==> src/hw/rtl/multiline_reply_line_parser_assert.svh <==
// Assertion macros used by the reply line parser core.
// Each macro expects signals named clk and rst_n in the including module.
`ifndef MULTILINE_REPLY_LINE_PARSER_ASSERT_SVH
`define MULTILINE_REPLY_LINE_PARSER_ASSERT_SVH

// Same-cycle implication, checked while out of reset.
`define MRLP_ASSERT_NOW(label, ante, cons, msg) \
    label: assert property (@(posedge clk) disable iff (!rst_n) (ante) |-> (cons)) \
        else $error(msg);

// Next-cycle implication, checked while out of reset.
`define MRLP_ASSERT_NEXT(label, ante, cons, msg) \
    label: assert property (@(posedge clk) disable iff (!rst_n) (ante) |=> (cons)) \
        else $error(msg);

`endif

==> src/hw/rtl/mrlp_pkg.sv <==
// Package for the reply line parser: result kinds, line classes, characters
// and the word types passed between the stages. No dependencies.
`default_nettype none

package mrlp_pkg;

    // Result kinds reported on the output stream.
    typedef enum logic [3:0] {
        K_RPAY     = 4'd0,
        K_BPAY     = 4'd1,
        K_REND     = 4'd2,
        K_BEND     = 4'd3,
        K_SHORT    = 4'd4,
        K_MISMATCH = 4'd5,
        K_UNSOL    = 4'd6,
        K_REFUSED  = 4'd7,
        K_ACCEPTED = 4'd8
    } kind_t;

    // Class a line is given at its first character.
    typedef enum logic [1:0] {
        CLS_REPLY = 2'd0,
        CLS_BCAST = 2'd1,
        CLS_UNSOL = 2'd2,
        CLS_DROP  = 2'd3
    } line_class_t;

    // Input action codes.
    localparam logic ACT_COMMAND = 1'b0;
    localparam logic ACT_BYTE    = 1'b1;

    // Characters of interest.
    localparam logic [7:0] CH_NL    = 8'h0A;
    localparam logic [7:0] CH_BCAST = 8'h36;
    localparam logic [7:0] CH_DASH  = 8'h2D;
    localparam logic [7:0] CH_TWO   = 8'h32;
    localparam logic [7:0] CH_THREE = 8'h33;

    // Position at which the code and continuation mark are complete.
    localparam logic [2:0] POS_MARK = 3'd3;
    localparam logic [2:0] POS_BODY = 3'd4;

    // One input word.
    typedef struct packed {
        logic       action;
        logic [7:0] rx_byte;
    } item_t;

    // One result word.
    typedef struct packed {
        kind_t       kind;
        logic [7:0]  data_byte;
        logic [23:0] reply_code;
        logic        final_res;
        logic        success;
    } result_t;

    // Result word with its valid flag, from the parser core to the output stage.
    typedef struct packed {
        logic    valid;
        result_t res;
    } result_word_t;

endpackage

`default_nettype wire

==> src/hw/rtl/multiline_reply_line_parser.sv <==
// Reply line parser for a text protocol with a three-character code per line.
// A word moves from the input register through the parser core into the result
// register; the input register accepts a new word every cycle as long as the
// result register is free or being read. Throughput is one word per cycle under
// that condition, and each result is registered in the result register; both follow
// from the single input register and single result register around the parser logic.
// Words that cause no result (code characters, the fourth character unless its
// code check fails, body characters of unsolicited or discarded lines, and the
// newline of a discarded line) are consumed silently.
// Depends on mrlp_pkg, mrlp_in_stage, mrlp_core and mrlp_out_stage.
`default_nettype none

module multiline_reply_line_parser
(
    input  wire logic        clk,
    input  wire logic        rst_n,
    input  wire logic        s_axis_tvalid,
    output logic             s_axis_tready,
    input  wire logic [7:0]  s_axis_tdata,   // [7:0] rx_byte
    input  wire logic        s_axis_tuser,   // [0] action
    output logic             m_axis_tvalid,
    input  wire logic        m_axis_tready,
    output logic [39:0]      m_axis_tdata,   // [7:0] data_byte, [31:8] reply_code,
                                             // [32] final_res, [33] success, rest zero
    output logic [3:0]       m_axis_tuser    // [3:0] kind
);
    import mrlp_pkg::*;

    item_t        in_item;
    item_t        item;
    logic         item_valid;
    logic         advance;
    logic         out_free;
    result_word_t result;
    result_t      out_res;

    assign in_item.action  = s_axis_tuser;
    assign in_item.rx_byte = s_axis_tdata;

    // A word leaves the input register whenever the result register can take it.
    assign advance = item_valid && out_free;

    mrlp_in_stage u_in_stage
    (
        .clk        (clk),
        .rst_n      (rst_n),
        .in_valid   (s_axis_tvalid),
        .in_ready   (s_axis_tready),
        .in_item    (in_item),
        .advance    (advance),
        .item_valid (item_valid),
        .item       (item)
    );

    mrlp_core u_core
    (
        .clk     (clk),
        .rst_n   (rst_n),
        .step_en (advance),
        .item    (item),
        .result  (result)
    );

    mrlp_out_stage u_out_stage
    (
        .clk       (clk),
        .rst_n     (rst_n),
        .load      (advance),
        .result    (result),
        .free      (out_free),
        .out_valid (m_axis_tvalid),
        .out_ready (m_axis_tready),
        .out_res   (out_res)
    );

    // Pack the result word onto the master stream.
    assign m_axis_tuser = out_res.kind;
    assign m_axis_tdata = {6'd0, out_res.success, out_res.final_res,
                           out_res.reply_code, out_res.data_byte};

endmodule

`default_nettype wire

==> src/hw/rtl/mrlp_in_stage.sv <==
// Input register of the reply line parser.
// Depends on mrlp_pkg for the input word type.
`default_nettype none

module mrlp_in_stage
(
    input  wire logic          clk,
    input  wire logic          rst_n,
    input  wire logic          in_valid,
    output logic               in_ready,
    input  wire mrlp_pkg::item_t in_item,
    input  wire logic          advance,
    output logic               item_valid,
    output mrlp_pkg::item_t    item
);
    import mrlp_pkg::*;

    logic  valid_reg;
    item_t item_reg;

    // The register takes a new word when empty or when its word moves on.
    assign in_ready   = !valid_reg || advance;
    assign item_valid = valid_reg;
    assign item       = item_reg;

    always_ff @(posedge clk or negedge rst_n)
    begin
        if (!rst_n)
        begin
            valid_reg <= 1'b0;
        end
        else if (in_ready)
        begin
            valid_reg <= in_valid;
        end
    end

    // Payload needs no reset.
    always_ff @(posedge clk)
    begin
        if (in_valid && in_ready)
        begin
            item_reg <= in_item;
        end
    end

endmodule

`default_nettype wire

==> src/hw/rtl/mrlp_core.sv <==
// Parser core: reply and line state, and the per-character decision logic.
// Depends on mrlp_pkg and on the assertion macro header.
`default_nettype none
`include "multiline_reply_line_parser_assert.svh"

module mrlp_core
(
    input  wire logic            clk,
    input  wire logic            rst_n,
    input  wire logic            step_en,
    input  wire mrlp_pkg::item_t item,
    output mrlp_pkg::result_word_t result
);
    import mrlp_pkg::*;

    logic        reply_open_reg,    reply_open_next;
    logic        code_known_reg,    code_known_next;
    logic [23:0] expected_code_reg, expected_code_next;
    logic [23:0] line_code_reg,     line_code_next;
    logic [2:0]  line_position_reg, line_position_next;
    line_class_t line_class_reg,    line_class_next;
    logic        code_differs_reg,  code_differs_next;
    logic        more_follows_reg,  more_follows_next;

    logic [7:0]  c;
    logic [7:0]  first_char;

    assign c          = item.rx_byte;
    assign first_char = line_code_reg[23:16];

    // Decide the next state and the result for the word in the input register.
    always_comb
    begin
        reply_open_next    = reply_open_reg;
        code_known_next    = code_known_reg;
        expected_code_next = expected_code_reg;
        line_code_next     = line_code_reg;
        line_position_next = line_position_reg;
        line_class_next    = line_class_reg;
        code_differs_next  = code_differs_reg;
        more_follows_next  = more_follows_reg;

        result.valid          = 1'b0;
        result.res.kind       = K_RPAY;
        result.res.data_byte  = '0;
        result.res.reply_code = '0;
        result.res.final_res  = 1'b0;
        result.res.success    = 1'b0;

        if (item.action == ACT_COMMAND)
        begin
            // A command opens a reply unless one is already open.
            result.valid = 1'b1;
            if (reply_open_reg)
            begin
                result.res.kind = K_REFUSED;
            end
            else
            begin
                result.res.kind    = K_ACCEPTED;
                reply_open_next    = 1'b1;
                code_known_next    = 1'b0;
                expected_code_next = '0;
            end
        end
        else if (c == CH_NL)
        begin
            // Line end: report by class, then start a fresh line.
            result.res.reply_code = line_code_reg;
            if (line_class_reg == CLS_DROP)
            begin
                result.valid = 1'b0;
            end
            else if (line_position_reg < POS_BODY)
            begin
                result.valid    = 1'b1;
                result.res.kind = K_SHORT;
                reply_open_next = 1'b0;
            end
            else
            begin
                result.valid = 1'b1;
                case (line_class_reg)
                    CLS_REPLY:
                    begin
                        result.res.kind      = K_REND;
                        result.res.final_res = !more_follows_reg;
                        result.res.success   = (first_char == CH_TWO) ||
                                               (first_char == CH_THREE);
                        reply_open_next      = more_follows_reg;
                    end
                    CLS_BCAST:
                    begin
                        result.res.kind = K_BEND;
                    end
                    default:
                    begin
                        result.res.kind = K_UNSOL;
                    end
                endcase
            end
            line_code_next     = '0;
            line_position_next = '0;
            line_class_next    = CLS_REPLY;
            code_differs_next  = 1'b0;
            more_follows_next  = 1'b0;
        end
        else if (line_position_reg < POS_MARK)
        begin
            // Code characters: classify on the first, collect all three.
            if (line_position_reg == 3'd0)
            begin
                if (c == CH_BCAST)
                begin
                    line_class_next = CLS_BCAST;
                end
                else if (reply_open_reg)
                begin
                    line_class_next = CLS_REPLY;
                end
                else
                begin
                    line_class_next = CLS_UNSOL;
                end
            end
            case (line_position_reg)
                3'd0:    line_code_next[23:16] = c;
                3'd1:    line_code_next[15:8]  = c;
                default: line_code_next[7:0]   = c;
            endcase
            line_position_next = line_position_reg + 3'd1;
        end
        else if (line_position_reg == POS_MARK)
        begin
            // Fourth character: check the code, note a continuation mark.
            line_position_next = POS_BODY;
            more_follows_next  = (c == CH_DASH);
            if (line_class_reg == CLS_REPLY)
            begin
                if (code_known_reg && (line_code_reg != expected_code_reg))
                begin
                    code_differs_next     = 1'b1;
                    reply_open_next       = 1'b0;
                    line_class_next       = CLS_DROP;
                    more_follows_next     = more_follows_reg;
                    result.valid          = 1'b1;
                    result.res.kind       = K_MISMATCH;
                    result.res.reply_code = line_code_reg;
                end
                else if (!code_known_reg)
                begin
                    expected_code_next = line_code_reg;
                    code_known_next    = 1'b1;
                end
            end
        end
        else
        begin
            // Body characters are passed on for reply and broadcast lines.
            result.res.data_byte  = c;
            result.res.reply_code = line_code_reg;
            if (line_class_reg == CLS_REPLY)
            begin
                result.valid    = 1'b1;
                result.res.kind = K_RPAY;
            end
            else if (line_class_reg == CLS_BCAST)
            begin
                result.valid    = 1'b1;
                result.res.kind = K_BPAY;
            end
        end

        if (!step_en)
        begin
            result.valid = 1'b0;
        end
    end

    // State registers advance once per word taken from the input register.
    always_ff @(posedge clk or negedge rst_n)
    begin
        if (!rst_n)
        begin
            reply_open_reg    <= 1'b0;
            code_known_reg    <= 1'b0;
            expected_code_reg <= '0;
            line_code_reg     <= '0;
            line_position_reg <= '0;
            line_class_reg    <= CLS_REPLY;
            code_differs_reg  <= 1'b0;
            more_follows_reg  <= 1'b0;
        end
        else if (step_en)
        begin
            reply_open_reg    <= reply_open_next;
            code_known_reg    <= code_known_next;
            expected_code_reg <= expected_code_next;
            line_code_reg     <= line_code_next;
            line_position_reg <= line_position_next;
            line_class_reg    <= line_class_next;
            code_differs_reg  <= code_differs_next;
            more_follows_reg  <= more_follows_next;
        end
    end

    // A discarded line is always one that failed the code check.
    `MRLP_ASSERT_NOW(a_drop_means_differs, line_class_reg == CLS_DROP, code_differs_reg, "discarded line without code mismatch")
    // The continuation mark is only known once the fourth character is in.
    `MRLP_ASSERT_NOW(a_mark_after_fourth, more_follows_reg, line_position_reg == POS_BODY, "continuation flag before fourth character")
    // Every command word yields a result.
    `MRLP_ASSERT_NOW(a_command_answered, step_en && (item.action == ACT_COMMAND), result.valid, "command without result")
    // An accepted command leaves a reply open with no code yet.
    `MRLP_ASSERT_NEXT(a_accept_opens, step_en && (item.action == ACT_COMMAND) && !reply_open_reg, reply_open_reg && !code_known_reg, "accepted command did not open reply")

endmodule

`default_nettype wire

==> src/hw/rtl/mrlp_out_stage.sv <==
// Result register of the reply line parser, feeding the master stream.
// Depends on mrlp_pkg for the result word types.
`default_nettype none

module mrlp_out_stage
(
    input  wire logic                   clk,
    input  wire logic                   rst_n,
    input  wire logic                   load,
    input  wire mrlp_pkg::result_word_t result,
    output logic                        free,
    output logic                        out_valid,
    input  wire logic                   out_ready,
    output mrlp_pkg::result_t           out_res
);
    import mrlp_pkg::*;

    logic    valid_reg;
    result_t res_reg;

    // The register can take a word when empty or when its word is taken now.
    assign free      = !valid_reg || out_ready;
    assign out_valid = valid_reg;
    assign out_res   = res_reg;

    always_ff @(posedge clk or negedge rst_n)
    begin
        if (!rst_n)
        begin
            valid_reg <= 1'b0;
        end
        else if (free)
        begin
            valid_reg <= load && result.valid;
        end
    end

    // Payload needs no reset.
    always_ff @(posedge clk)
    begin
        if (free && load && result.valid)
        begin
            res_reg <= result.res;
        end
    end

endmodule

`default_nettype wire

==> config.mk <==
export PLATFORM = sky130hd
export DESIGN_NAME = multiline_reply_line_parser
export DESIGN_NICKNAME = d
export VERILOG_FILES = /design/src/hw/rtl/mrlp_pkg.sv /design/src/hw/rtl/multiline_reply_line_parser.sv /design/src/hw/rtl/mrlp_in_stage.sv /design/src/hw/rtl/mrlp_core.sv /design/src/hw/rtl/mrlp_out_stage.sv
export VERILOG_INCLUDE_DIRS = /design/src /design/src/hw/rtl
export SDC_FILE = /design/constraint.sdc
export NUM_CORES = 1
export LEC_CHECK = 0
export BUFFER_PORTS_ARGS = -buffer_cell sky130_fd_sc_hd__buf_2
export CORE_ASPECT_RATIO = 1.5
export CORE_MARGIN = 3
export CORE_UTILIZATION = 50
export CTS_CLUSTER_SIZE = 10
export DETAILED_ROUTE_END_ITERATION = 7
export PLACE_DENSITY = 0.75
export SETUP_SLACK_MARGIN = 0.02
export SLEW_MARGIN = 20
export SYNTH_ARGS = -nofsm -noshare
export SYNTH_HDL_FRONTEND = slang
export SYNTH_SLANG_ARGS = --single-unit
export TNS_END_PERCENT = 10
==> constraint.sdc <==
create_clock -name clk -period 2.93 [get_ports clk]
set_clock_uncertainty 0.05 [all_clocks]
set_input_delay 0.1465 -clock clk [delete_from_list [all_inputs] [get_ports clk]]
set_output_delay 0.1465 -clock clk [all_outputs]
set_load 0.02 [all_outputs]
==> results.toml <==
[synthesis]
synth-compound-area-share_pct = 8.81
synthMuxAreaShare_pct = 5.87
syn_area_mm2 = 0.00480
synth_cells = 403
synth_top_area_share_pct = 30.2
syn_area_per_cell_um2 = 11.9
ys_ff_latch = 105
yosysSeqAreaShare_pct = 59.6
synth-edff-count = 47
netlist_top_cells_area = "dfrtp_1 30%, edfxtp_1 29%, mux2_2 5.9%"
yosys.area_share.xor_xnor_pct = 4.38
yosysTopAreaCell = "dfrtp_1"
synthFlopType = "dfrtp_1"
synth_cell_type_count = 51
synth_top_family_by_area = "simple AND/OR/NAND/NOR gates"
async_flop_share_pct = 55.2
synth_commonest_cells = "58 x dfrtp_1, 58 x nand2_1, 47 x edfxtp_1, 35 x o21ai_0, 33 x and2_1"
synth_simple_gate_area_share_pct = 15.7
yosysWarnings = 0
synth-adder-area-share_pct = 1.04

[worst_setup_path]
path_cells = "or4b_4 -> or2_4 -> o21ai_0 -> o21ai_0 -> o211ai_1 -> and2_2 -> buf_12"
r2r_start = "u_in_stage.item[7]$_DFFE_PP_"
path_delay_family = "simple AND/OR/NAND/NOR gates"
path_class = "flop to flop"
critPathArrivalTime_ns = 2.62
start_kind = "flop"
slowest_delay_ns = 0.61
cp_num_cells = 7
path_buf_inv = 1
worst_path_max_delay_cell = "or4b_4"
path_common_cell = "o21ai_0"
r2r_cells = 7
end_kind = "flop"
worst-path-max-fanout = 38
cp-startpoint = "u_in_stage.item[7]$_DFFE_PP_"
worstPathRequired_ns = 2.91

[clock_tree]
clock-root-buffer = "clkbuf_16"
clk-insertion-delay-late_ns = 0.34
tritoncts = "yes"
h-tree-depth = 3
clkSlewWorstSetupHoldPaths_ns = 0.07
numCtsBuffers = 9
cts.path.max_buffers = 2
ctsResizeCount = 0
clock_sinks = 105

[sta]
slew_headroom_pct = 50.1
finalCriticalPeriod_ns = 2.64
tightest_slew_ns = 0.743
finalSetupViolations = 0
drv_slew = 0
hold_viol = 0
fin_tns_setup_ns = 0
rsz0062_at_grt = "false"
fmax_ghz = 0.378
period_share_pct = 90.2

[pwr]
leakage_nw = 2.39
switching_share_pct = 34.6
pwr-share-comb_pct = 29.7
p_seq_share_pct = 47.6
internal_power_mw = 3.47
ir_drop_mv = 0.487
switchingPower_mw = 1.84
clkPwrFrac_pct = 22.7
cellPowerDensity_mw_per_mm2 = 959

[floorplanning]
rows = 43
die-width_um = 86.0
die-area_mm2 = 0.0108
ios = 59
initial_core_util_pct = 51.6
die-height_um = 126
fp.coreArea_mm2 = 0.00931

[grt]
grt_usage_pct = 20.6
grt_pass1_wl_um = 16900
use_met3_pct = 5.17
antenna_found_initial = 0
use_met2_pct = 34.6
gr-total-overflow = 0
grt_pass1_vias = 3393
grt_max_degree = 49
grtUsageMet1_pct = 23.2
busiest_layer = "met2"

[drt]
vias_per_cell = 5.63
drt_wl_total_um = 10500
drtPass1Iterations = 5
wl_per_cell_um = 18.0
dr_total_vias = 3293
drc = 0
ant_nets = 0
drtIter0Drc = 231

[final_layout]
largest_reg_flops = 38
num_antenna_cells = 0
nFillCells = 779
syn_to_final_growth_pct = 15.4
layout-drive-gt1-share_pct = 24.7
final_util_pct = 59.5
nets = 485

[min_path]
min-delay-start = "m_axis_tready"
holdPathStages = 4
hp-class = "primary input to flop"

[placed_design]
gp_congestion = 0.887
hpwl_um = 7400
port_buffers = 52

[status]
status = "finished, final reports clean"

[flow_run]
max_cap_viol_count = 0
-- worst min-delay path, delay by kind of cell --
family	cells	cell delay, ns
buffers and inverters	1	0.07
AND/OR/NAND/NOR	3	0.23
-- placed cells by master (no fill, tap or decap), types with 2 or more instances in the layout --
cell type,synthesis,layout
nand2_1,58,58
dfrtp_1,58,58
buf_2,4,52
edfxtp_1,47,47
o21ai_0,35,35
and2_1,33,32
mux2_2,25,25
xor2_1,24,24
nor2_1,13,13
dlygate4sd3_1,0,11
buf_4,9,11
nor4_1,10,10
a21oi_1,10,10
clkbuf_16,0,9
nand3_1,7,7
inv_1,6,6
conb_1,1,6
nor3_1,5,5
and2_2,3,4
ha_1,4,4
a21o_1,3,3
nand4_1,3,3
clkbuf_1,4,3
or4b_4,2,2
o211ai_1,2,2
o2111ai_1,2,2
o21a_1,2,2
o22ai_1,2,2
clkbuf_8,1,2
-- layer usage --
metal / share of wire, % / routed length [um]
met3: 5.7 / 594
met2: 52 / 5450
met5: 0 / 0
met4: 5.0 / 527
met1: 37 / 3940
-- power by group through the flow --
stage                     sequential [mW]  combinational (mW)  clock, mW
after global placement               2.52                1.54          0
after floorplan                      2.59                1.01          0
after detailed placement             2.55                1.58          0
after global routing                 2.60                1.75       1.29
final                                2.53                1.58       1.20
after CTS                            2.53                1.60       1.22
-- per-stage QoR --
step	setup WS (ns)	cell area (um^2)	power, mW	instances	hold WS [ns]
floorplan	0.190	4820	3.60	408	-0.199
global placement	0.371	5130	4.06	558	0.0554
detailed placement	0.302	5130	4.13	558	0.0569
CTS	0.289	5540	5.34	585	0.0877
global route	0.102	5540	5.63	585	0.106
finish	0.287	5540	5.31	585	0.0845
-- cell type report --
| cell class | instances | area, um^2 | share of cell area [%] |
|---|---|---|---|
| clock buffer | 14 | 264 | 4.77 |
| clock inverter | 2 | 37.5 | 0.678 |
| inverter | 6 | 22.5 | 0.407 |
| multi-input combinational | 271 | 1740 | 31.4 |
| sequential | 105 | 2860 | 51.7 |
| tap | 112 | 140 | 2.53 |
| timing repair buffer | 75 | 473 | 8.54 |
-- timing repair --
action,4_1_cts,5_1_grt
setup buffers,0,0
hold buffers,11,0
endpoints found under the hold margin,25,0
-- path summary, 6_finish.rpt --
path                                                                end  slack [ns]
worst max-delay path              u_out_stage.out_res[21]$_SDFFCE_PN0P_        0.29
max in group asynchronous          u_core.line_code_reg[10]$_DFFE_PN0P_        1.70
worst min register to register  u_core.expected_code_reg[1]$_DFFE_PN0P_        0.45
worst max register to register    u_out_stage.out_res[21]$_SDFFCE_PN0P_        0.29
worst min-delay path                  u_in_stage.item_valid$_DFFE_PN0N_        0.08
min in group asynchronous             u_out_stage.out_valid$_DFFE_PN0N_        0.23
-- logic make-up after synthesis --
group,count (synthesis)
AOI/OAI and AO/OA,68
buffers and inverters,32
adders and majority gates,4
muxes,25
and+or+nand+nor,144
other,1
xor gates and xnor gates,24
DFF,105
Note: power is estimated with default switching activity, not from simulation.
